===== config.mk =====
export PLATFORM = sky130hd
export DESIGN_NAME = event_record_checker_decoder
export DESIGN_NICKNAME = d
export VERILOG_FILES = /design/src/rtl/core/erc_pkg.sv /design/src/rtl/core/event_record_checker_decoder.sv
export SDC_FILE = /design/constraint.sdc
export NUM_CORES = 1
export LEC_CHECK = 0
export ABC_AREA = 1
export BUFFER_PORTS_ARGS = -buffer_cell sky130_fd_sc_hd__buf_2
export CAP_MARGIN = 10
export CORE_ASPECT_RATIO = 0.9
export CORE_UTILIZATION = 35
export CTS_CLUSTER_DIAMETER = 120
export CTS_CLUSTER_SIZE = 20
export DETAILED_ROUTE_END_ITERATION = 7
export PLACE_DENSITY_LB_ADDON = 0.3
export SETUP_SLACK_MARGIN = 0.2
export SYNTH_ARGS = -nofsm -noshare
export SYNTH_HDL_FRONTEND = slang
export SYNTH_SLANG_ARGS = --single-unit

===== constraint.sdc =====
create_clock -name clk_i -period 10.5 [get_ports clk_i]
set_input_delay 2.1 -clock clk_i [delete_from_list [all_inputs] [get_ports clk_i]]
set_output_delay 2.1 -clock clk_i [all_outputs]
set_load 0.005 [all_outputs]

===== src/rtl/core/erc_pkg.sv =====
`default_nettype none

package erc_pkg;

  localparam int unsigned CountW = 6;
  localparam int unsigned CfgIndexW = 2;

  localparam int unsigned BodyLen = 32;
  localparam logic [CountW-1:0] RecLen = 6'd36;
  localparam logic [CountW-1:0] CountCap = 6'd37;
  localparam logic [CountW-1:0] LastPos = 6'd35;

  localparam logic [31:0] CrcPoly = 32'hEDB8_8320;
  localparam logic [31:0] CrcOnes = 32'hFFFF_FFFF;

  localparam logic [CfgIndexW-1:0] RegMagic = 2'd0;
  localparam logic [CfgIndexW-1:0] RegVersion = 2'd1;

  localparam logic [31:0] MagicReset = 32'h0000_0000;
  localparam logic [7:0] VersionReset = 8'h01;

  typedef enum logic [2:0] {
    StatusOk = 3'd0,
    StatusBadSize = 3'd1,
    StatusBadMagic = 3'd2,
    StatusBadVersion = 3'd3,
    StatusBadCrc = 3'd4
  } status_e;

  // Packed so that the last field (status) lands in the lowest bits of tdata.
  typedef struct packed {
    logic [4:0] pad;
    logic [31:0] detail_word;
    logic [15:0] anomaly_score;
    logic [15:0] current_ma;
    logic [15:0] vibration;
    logic signed [15:0] temperature;
    logic [15:0] snapshot_flags;
    logic [7:0] record_flags;
    logic [7:0] machine_state;
    logic [31:0] time_ms;
    logic [31:0] sequence_num;
    logic [23:0] event_kind;
    status_e status;
  } result_t;

  // Reflected CRC-32 update over one byte, LSB first.
  function automatic logic [31:0] crc32_byte(input logic [31:0] crc, input logic [7:0] b);
    logic [31:0] c;
    c = crc ^ {24'h000000, b};
    for (int k = 0; k < 8; k++) begin
      if (c[0]) begin
        c = (c >> 1) ^ CrcPoly;
      end else begin
        c = c >> 1;
      end
    end
    return c;
  endfunction

endpackage

`default_nettype wire


===== src/rtl/core/event_record_checker_decoder.sv =====
// A record's result is registered into the output stage when its last byte is taken.
// One byte per cycle while s_axis_tready is high; CRC update and byte capture finish on accept.
// A two-entry output stage (result register plus skid register) keeps bytes flowing while a
// result waits; s_axis_tready drops only when both entries are full.
// Reset (rst_ni low, asynchronous): byte count zero, CRC all ones, output empty, magic_word 0,
// format_version 1. The byte store is not reset; only bytes of the current record are read.
`default_nettype none

module event_record_checker_decoder (
  input  wire logic         clk_i,
  input  wire logic         rst_ni,
  // Configuration write channel.
  input  wire logic         cfg_valid_i,
  output logic              cfg_ready_o,
  input  wire logic [erc_pkg::CfgIndexW-1:0] cfg_index_i,
  input  wire logic [31:0]  cfg_data_i,
  // Byte stream in.
  input  wire logic         s_axis_tvalid,
  output logic              s_axis_tready,
  input  wire logic [7:0]   s_axis_tdata,   // rec_byte[7:0]
  input  wire logic         s_axis_tlast,   // last_byte
  // Result stream out.
  output logic              m_axis_tvalid,
  input  wire logic         m_axis_tready,
  // status[2:0], event_kind[26:3], sequence_num[58:27], time_ms[90:59],
  // machine_state[98:91], record_flags[106:99], snapshot_flags[122:107],
  // temperature[138:123], vibration[154:139], current_ma[170:155],
  // anomaly_score[186:171], detail_word[218:187], zero pad[223:219]
  output logic [223:0]      m_axis_tdata
);

  logic [31:0] magic_q;
  logic [7:0]  version_q;

  logic [erc_pkg::CountW-1:0] count_q;
  logic [31:0] crc_q;
  logic [31:0] rcv_crc_q;
  logic [7:0]  store_q [erc_pkg::BodyLen];

  erc_pkg::result_t out_q, skid_q, res_d;
  logic out_valid_q, skid_valid_q;

  logic in_acc, push, pop;
  logic [erc_pkg::CountW-1:0] count_next;
  logic [31:0] crc_final;
  logic [31:0] rcv_full;
  logic [31:0] magic_rx;
  erc_pkg::status_e status;

  assign cfg_ready_o = 1'b1;

  always_ff @(posedge clk_i or negedge rst_ni) begin
    if (!rst_ni) begin
      magic_q <= erc_pkg::MagicReset;
      version_q <= erc_pkg::VersionReset;
    end else if (cfg_valid_i) begin
      unique case (cfg_index_i)
        erc_pkg::RegMagic:   magic_q <= cfg_data_i;
        erc_pkg::RegVersion: version_q <= cfg_data_i[7:0];
        default: ;
      endcase
    end
  end

  assign s_axis_tready = !skid_valid_q;
  assign in_acc = s_axis_tvalid && s_axis_tready;
  assign push = in_acc && s_axis_tlast;
  assign pop = out_valid_q && m_axis_tready;

  // Count saturates at one past the record length so long records stay bad size.
  assign count_next = (count_q != erc_pkg::CountCap) ? count_q + 6'd1 : count_q;

  always_ff @(posedge clk_i or negedge rst_ni) begin
    if (!rst_ni) begin
      count_q <= '0;
      crc_q <= erc_pkg::CrcOnes;
      rcv_crc_q <= '0;
    end else if (in_acc) begin
      if (s_axis_tlast) begin
        count_q <= '0;
        crc_q <= erc_pkg::CrcOnes;
        rcv_crc_q <= '0;
      end else begin
        count_q <= count_next;
        if (!count_q[5]) begin
          crc_q <= erc_pkg::crc32_byte(crc_q, s_axis_tdata);
        end else if (count_q < erc_pkg::RecLen) begin
          case (count_q[1:0])
            2'd0: rcv_crc_q[7:0] <= s_axis_tdata;
            2'd1: rcv_crc_q[15:8] <= s_axis_tdata;
            2'd2: rcv_crc_q[23:16] <= s_axis_tdata;
            default: rcv_crc_q[31:24] <= s_axis_tdata;
          endcase
        end
      end
    end
  end

  always_ff @(posedge clk_i) begin
    if (in_acc && !count_q[5]) begin
      store_q[count_q[4:0]] <= s_axis_tdata;
    end
  end

  // A record of the right length ends at the byte that completes the received CRC, and the
  // body CRC is already final at that point.
  assign rcv_full = {s_axis_tdata, rcv_crc_q[23:0]};
  assign crc_final = crc_q ^ erc_pkg::CrcOnes;
  assign magic_rx = {store_q[3], store_q[2], store_q[1], store_q[0]};

  always_comb begin
    if (count_q != erc_pkg::LastPos) begin
      status = erc_pkg::StatusBadSize;
    end else if (magic_rx != magic_q) begin
      status = erc_pkg::StatusBadMagic;
    end else if (store_q[4] != version_q) begin
      status = erc_pkg::StatusBadVersion;
    end else if (crc_final != rcv_full) begin
      status = erc_pkg::StatusBadCrc;
    end else begin
      status = erc_pkg::StatusOk;
    end
  end

  always_comb begin
    res_d = '0;
    res_d.status = status;
    if (status == erc_pkg::StatusOk) begin
      res_d.event_kind = {store_q[7], store_q[6], store_q[5]};
      res_d.sequence_num = {store_q[11], store_q[10], store_q[9], store_q[8]};
      res_d.time_ms = {store_q[15], store_q[14], store_q[13], store_q[12]};
      res_d.machine_state = store_q[16];
      res_d.record_flags = store_q[17];
      res_d.snapshot_flags = {store_q[19], store_q[18]};
      res_d.temperature = {store_q[21], store_q[20]};
      res_d.vibration = {store_q[23], store_q[22]};
      res_d.current_ma = {store_q[25], store_q[24]};
      res_d.anomaly_score = {store_q[27], store_q[26]};
      res_d.detail_word = {store_q[31], store_q[30], store_q[29], store_q[28]};
    end
  end

  always_ff @(posedge clk_i or negedge rst_ni) begin
    if (!rst_ni) begin
      out_valid_q <= 1'b0;
      skid_valid_q <= 1'b0;
    end else if (!out_valid_q || pop) begin
      if (skid_valid_q) begin
        skid_valid_q <= 1'b0;
      end else begin
        out_valid_q <= push;
      end
    end else if (push) begin
      skid_valid_q <= 1'b1;
    end
  end

  always_ff @(posedge clk_i) begin
    if (!out_valid_q || pop) begin
      if (skid_valid_q) begin
        out_q <= skid_q;
      end else if (push) begin
        out_q <= res_d;
      end
    end else if (push) begin
      skid_q <= res_d;
    end
  end

  assign m_axis_tvalid = out_valid_q;
  assign m_axis_tdata = out_q;

  a_skid_needs_out: assert property (@(posedge clk_i) disable iff (!rst_ni)
    skid_valid_q |-> out_valid_q)
    else $error("skid entry held while result register is empty");

  a_count_steps: assert property (@(posedge clk_i) disable iff (!rst_ni)
    (in_acc && !s_axis_tlast && count_q != erc_pkg::CountCap)
      |=> count_q == $past(count_q) + 6'd1)
    else $error("byte count did not advance");

  a_record_cleared: assert property (@(posedge clk_i) disable iff (!rst_ni)
    push |=> (count_q == '0 && crc_q == erc_pkg::CrcOnes && rcv_crc_q == '0))
    else $error("record state not cleared after last byte");

  a_fail_zero: assert property (@(posedge clk_i) disable iff (!rst_ni)
    (out_valid_q && out_q.status != erc_pkg::StatusOk)
      |-> (out_q.sequence_num == '0 && out_q.detail_word == '0 && out_q.event_kind == '0))
    else $error("failed record carries nonzero fields");

  a_result_one_cycle: assert property (@(posedge clk_i) disable iff (!rst_ni)
    (push && !out_valid_q) |=> out_valid_q)
    else $error("result not presented one cycle after last byte");

endmodule

`default_nettype wire

Word-level counts from Yosys, hierarchy flattened
Memory sizes are Yosys's and may differ from the RTL's.
Index checks and enable logic that the tools add are counted.
{"block": "word_totals", "out_inout_bits": 227, "input_bits": 48, "register_bits": 542, "word_cells": 136, "ramBits": 256, "memories": 1}
{"block": "op_classes", "muxes": 50, "add_sub_neg": 1, "reduce_logical": 29, "n_eq_ne": 9, "n_bitwise": 12, "order_cmp": 1}
{"name": "store_q", "words": 32, "width": 8, "read_ports": 32, "rd_ports_with_merged_regs": 0, "wr": 1, "line": "event_record_checker_decoder.sv:38", "source": "logic [7:0] store_q [erc_pkg::BodyLen];"}
{"op": "$mux 32", "count": 31}
{"op": "$mux 219", "count": 2}
{"op": "$mux 216", "count": 1}
{"op": "$not 13->14", "count": 8}
{"op": "$mux 24", "count": 3}
{"op": "$ne 32x32->1", "count": 2}
{"op": "$not 32->32", "count": 1}
{"op": "$xor 32x8->32", "count": 1}
{"op": "$mux 8", "count": 3}
{"op": "$reduce_bool 2->1", "count": 8}
{"op": "$reduce_and 2->1", "count": 7}
{"op": "$mux 3", "count": 4}
{"op": "$mux 6", "count": 2}
{"op": "$ne 6x6->1 const B", "count": 2}
{"op": "$reduce_and 4->1", "count": 3}
{"op": "$ne 8x8->1", "count": 1}
{"op": "$add 6x1->6 const B", "count": 1}
{"op": "$lt 6x6->1 const B", "count": 1}
{"op": "$eq 2x1->1 const B", "count": 2}
{"op": "$logic_and 1x1->1", "count": 4}
{"op": "$logic_not 2->1", "count": 2}
{"op": "$mux 1", "count": 4}
{"op": "$logic_not 1->1", "count": 3}
{"op": "$logic_not 3->1", "count": 1}
{"op": "4 further kinds", "count": 5}

Logic depth before layout (Yosys ltp)
{"block": "logic_depth", "ltp_word": 40, "mapped_depth": 13, "depth_no_buf": 13}

Worst setup path after synthesis
Ideal clock, no wire load.
{"block": "synth_timing", "path_type": "input port to flip-flop", "startpoint": "input port s_axis_tlast", "endpoint": "register skid_q[0] in the netlist's numbering (enable)", "path_buffers": 1, "setup_ns": 0.803, "stages": 5, "required_ns": 9.697, "arrival_ns": 11.938, "path_slack_ns": -2.241, "cell_sequence": "clkbuf_1 -> inv_1 -> nor2_1 -> inv_1 -> nor2_1"}
{"block": "synth_between", "elab_chain_len": 2}
{"item": "start: declaration", "line": "event_record_checker_decoder.sv:21", "source": "input wire logic s_axis_tlast,"}
{"item": "$logic_and 1x1->1", "line": "event_record_checker_decoder.sv:67", "source": "assign push = in_acc && s_axis_tlast;"}
{"item": "$reduce_and 2->1 (no line)"}
{"item": "end signal: assignment", "line": "event_record_checker_decoder.sv:166", "source": "skid_q <= res_d;"}
{"item": "end: declaration", "line": "event_record_checker_decoder.sv:40", "source": "erc_pkg::result_t out_q, skid_q, res_d;"}
Every way passes these cells.
A chain may end at the register's enable or synchronous reset.

Final worst setup path
{"block": "layout_timing", "startpoint": "input port s_axis_tdata[6]", "endpoint": "register out_q, in the netlist m_axis_tdata[154], data pin"}
{"block": "layout_between", "elab_chain_len": 9}
{"item": "start: declaration", "line": "event_record_checker_decoder.sv:20", "source": "input wire logic [7:0] s_axis_tdata,"}
{"item": "$ne 32x32->1", "line": "event_record_checker_decoder.sv:118", "source": "end else if (crc_final != rcv_full) begin"}
{"item": "$mux 3", "line": "event_record_checker_decoder.sv:118"}
{"item": "$mux 3", "line": "event_record_checker_decoder.sv:116", "source": "end else if (store_q[4] != version_q) begin"}
{"item": "$mux 3", "line": "event_record_checker_decoder.sv:114", "source": "end else if (magic_rx != magic_q) begin"}
{"item": "$mux 3", "line": "event_record_checker_decoder.sv:112", "source": "if (count_q != erc_pkg::LastPos) begin"}
{"item": "$logic_not 3->1", "line": "event_record_checker_decoder.sv:128", "source": "if (status == erc_pkg::StatusOk) begin"}
{"item": "$mux 216", "line": "event_record_checker_decoder.sv:128"}
{"item": "$mux 219", "line": "event_record_checker_decoder.sv:162", "source": "end else if (push) begin"}
{"item": "$mux 219", "line": "event_record_checker_decoder.sv:160", "source": "if (skid_valid_q) begin"}
{"item": "end signal: assignment", "line": "event_record_checker_decoder.sv:161", "source": "out_q <= skid_q;"}
{"item": "end signal: assignment", "line": "event_record_checker_decoder.sv:163", "source": "out_q <= res_d;"}
{"item": "end: declaration", "line": "event_record_checker_decoder.sv:40"}
Every way passes these cells. The select of a mux whose other input is x is not followed.

==> results.json <==
{
  "die_w_um": 317,
  "synth_top_flop_cell": "edfxtp_1",
  "post-cts-setup-buffers": 0,
  "violations": "slew limit",
  "io_pins": 275,
  "antenna_found_initial": 4,
  "end_kind": "flop",
  "hpwlAfterDp_um": 42900,
  "p_leak_nw": 14.1,
  "die-area_um2": 90600,
  "synth_cell_types": 37,
  "viasPerCell": 4.57,
  "vias": 18200,
  "drtIter0Drc": 1258,
  "grt_pass1_wl_um": 109000,
  "clock_skew_ns": 0.0231,
  "status": "finished, violations left",
  "synth_edf_count": 694,
  "path_max_fanout": 210,
  "initial_core_util_pct": 35.5,
  "synth_top_area_share_pct": 66.6,
  "port-buffer-count": 268,
  "criticalPathCategory": "input port to flop",
  "yosys_warnings": 0,
  "grt_pass1_vias": 17300,
  "hold-worst-slack_ns": 0.498,
  "maxCapViolations": 0,
  "wire_per_inst_um": 18.5,
  "area_delta_synth_final_pct": 12.2,
  "clock_latency_ns": 0.61,
  "syn_area_um2": 31300,
  "synthTopCellsByCount": "694 x edfxtp_1, 524 x nand2_1, 344 x nor2_1, 282 x inv_1, 236 x a21oi_1",
  "remaining_drc_errors": 0,
  "grt-ovfl-total": 0,
  "ys_seq_area_share_pct": 75.1,
  "synth-async-reset-ratio_pct": 13.0,
  "fin_nets": 2852,
  "cts_sinks": 798,
  "start_kind": "input port",
  "slew_headroom_pct": -5.96,
  "vdd_drop_max_uv": 103,
  "worstMarginPinSlew_ns": 1.59,
  "place.gp.congestion": 0.846,
  "fmax_mhz": 201,
  "h-tree-depth": 2,
  "grt_usage_pct": 16.0,
  "worstPathArrival_ns": 5.42,
  "n_antenna_cell": 0,
  "synth_area_leaders": "edfxtp_1 67%, nand2_1 6.3%, dfrtp_1 5.7%, nor2_1 4.1%, a21oi_1 3.8%",
  "min_period_over_period_pct": 47.5,
  "worst_ep_required_time_ns": 10.93,
  "yosys.area.top_type": "edfxtp_1",
  "period_needed_ns": 4.99,
  "rsz0062_at_grt": "no",
  "slew_viol_final": 83,
  "core_area_um2": 88100,
  "p_per_area_nw_per_um2": 185,
  "hold_viol_final": 0,
  "clk_pin_slew_worst_paths_ns": 0.08,
  "final_layout_size_suffix_gt1_share_pct": 16.4,
  "cts-resized-gates": 0,
  "numCtsBuffers": 46,
  "avgSynthCellArea_um2": 12.3,
  "ys_seq_elements": 798,
  "cts_tree": "yes",
  "cts-root-buf": "clkbuf_16",
  "ant_nets": 0,
  "tns_ns": 0,
  "clockBufferDepth": 3,
  "chipHeight_um": 286,
  "hold_class": "flop to flop",
  "dr.pass1.iters": 5,
  "rows": 103,
  "grt_max_degree": 227,
  "syn_inst": 2553,
  "setup_violations": 0,
  "hold_buffers": 0,
  "yosysMostFrequentCell": "edfxtp_1",
  "routed_wl_um": 73400
}
## through the flow
stage               instance area (µm²)  utilization, %  total power [mW]  cells  setup slack [ns]
floorplan                         31300               -              4.42   2557              1.47
global placement                  33800            38.4              4.70   3907              4.99
detailed placement                33800            38.4              4.71   3907              5.01
CTS                               35100            39.8              6.57   3974              5.65
global route                      35100            39.8              6.78   3974              5.41
finish                            35100            39.8              6.49   3974              5.51
## per-layer routing
layer | part of all wire, % | vias to the layer above | GRT usage, % | wire (µm)
met3 | 4.0 | 75 | 2.13 | 2960
met4 | 2.0 | 2 | 3.70 | 1470
met1 | 47 | 8843 | 22.9 | 34500
met2 | 47 | 370 | 25.9 | 34500
li1 | - | 8877 | - | -
met5 | 0.015 | - | 0 | 11
## worst max-delay path: stages
cell	delay, ns
buf_2	0.73
nand2_1	0.11
nand2_1	0.12
nand2_1	0.07
nor2_1	0.09
nand2_1	0.06
nor2_2	0.14
nand3_1	0.13
nor2_4	0.24
buf_12	0.45
nand2_1	0.21
a21oi_1	0.25
## cells in the final DEF, fill, tap and decap left out, drive strengths merged
cell type  instances
nand2            531
inv              343
a31oi              1
xnor2             47
mux2              16
o21a               1
nand4              4
a22oi              1
nor2             348
o21ai             48
clkinv            11
edfxtp           694
nand3             17
nor3               3
ha                 4
or2                2
o22ai             14
a21oi            236
clkbuf            62
buf              286
dfstp             33
a211oi             1
nand3b             3
xor2              34
conb               6
a32oi              2
dfrtp             71
## flip-flops by register name (all words and copies together) (netlist names)
register and flops:
count_q 6, crc_q 32, m_axis_tdata 219, m_axis_tvalid 1, magic_q 32, rcv_crc_q 24, skid_q 219, skid_valid_q 1
store_q 256, version_q 8
## cell type report
| cell class | count | area (µm²) |
|---|---|---|
| multi-input combinational | 1319 | 6030 |
| fill | 8421 | 53000 |
| clock inverter | 5 | 61.3 |
| tap | 1155 | 1450 |
| clock buffer | 62 | 1230 |
| sequential | 798 | 23500 |
| inverter | 349 | 1320 |
| timing repair buffer | 286 | 1530 |
## where the power goes
group	total (mW)	switching, mW	internal (mW)	leakage, nW
registers	3.79	0.126	3.67	7.27
logic	0.841	0.537	0.305	6.24
clock network	1.85	1.02	0.829	0.624
## path summary, 6_finish.rpt
check / start / end / slack (ns) / cells after the start
setup / recovery: s_axis_tdata[6] / m_axis_tdata[154]$_DFFE_PP_ / 5.51 / 12
hold / removal: version_q[0]$_DFFE_PN1P_ / version_q[0]$_DFFE_PN1P_ / 0.50 / 2
setup reg to reg: skid_valid_q$_DFFE_PN0P_ / skid_q[5]$_DFFE_PP_ / 6.47 / 7
hold reg to reg: version_q[0]$_DFFE_PN1P_ / version_q[0]$_DFFE_PN1P_ / 0.50 / 2
max in group asynchronous: rst_ni / rcv_crc_q[21]$_DFFE_PN0P_ / 7.71 / 2
min in group asynchronous: rst_ni / magic_q[13]$_DFFE_PN0P_ / 1.47 / 1
## logic make-up after synthesis
logic type | share of synthesized area, %
other | 0.0240
adders and majority gates | 0.160
muxes | 0.576
xor gates and xnor gates | 2.29
DFF | 75.1
buffers and inverters | 5.73
AOI/OAI and AO/OA | 4.97
and+or+nand+nor | 11.2
(Power assumes the default switching activity.)
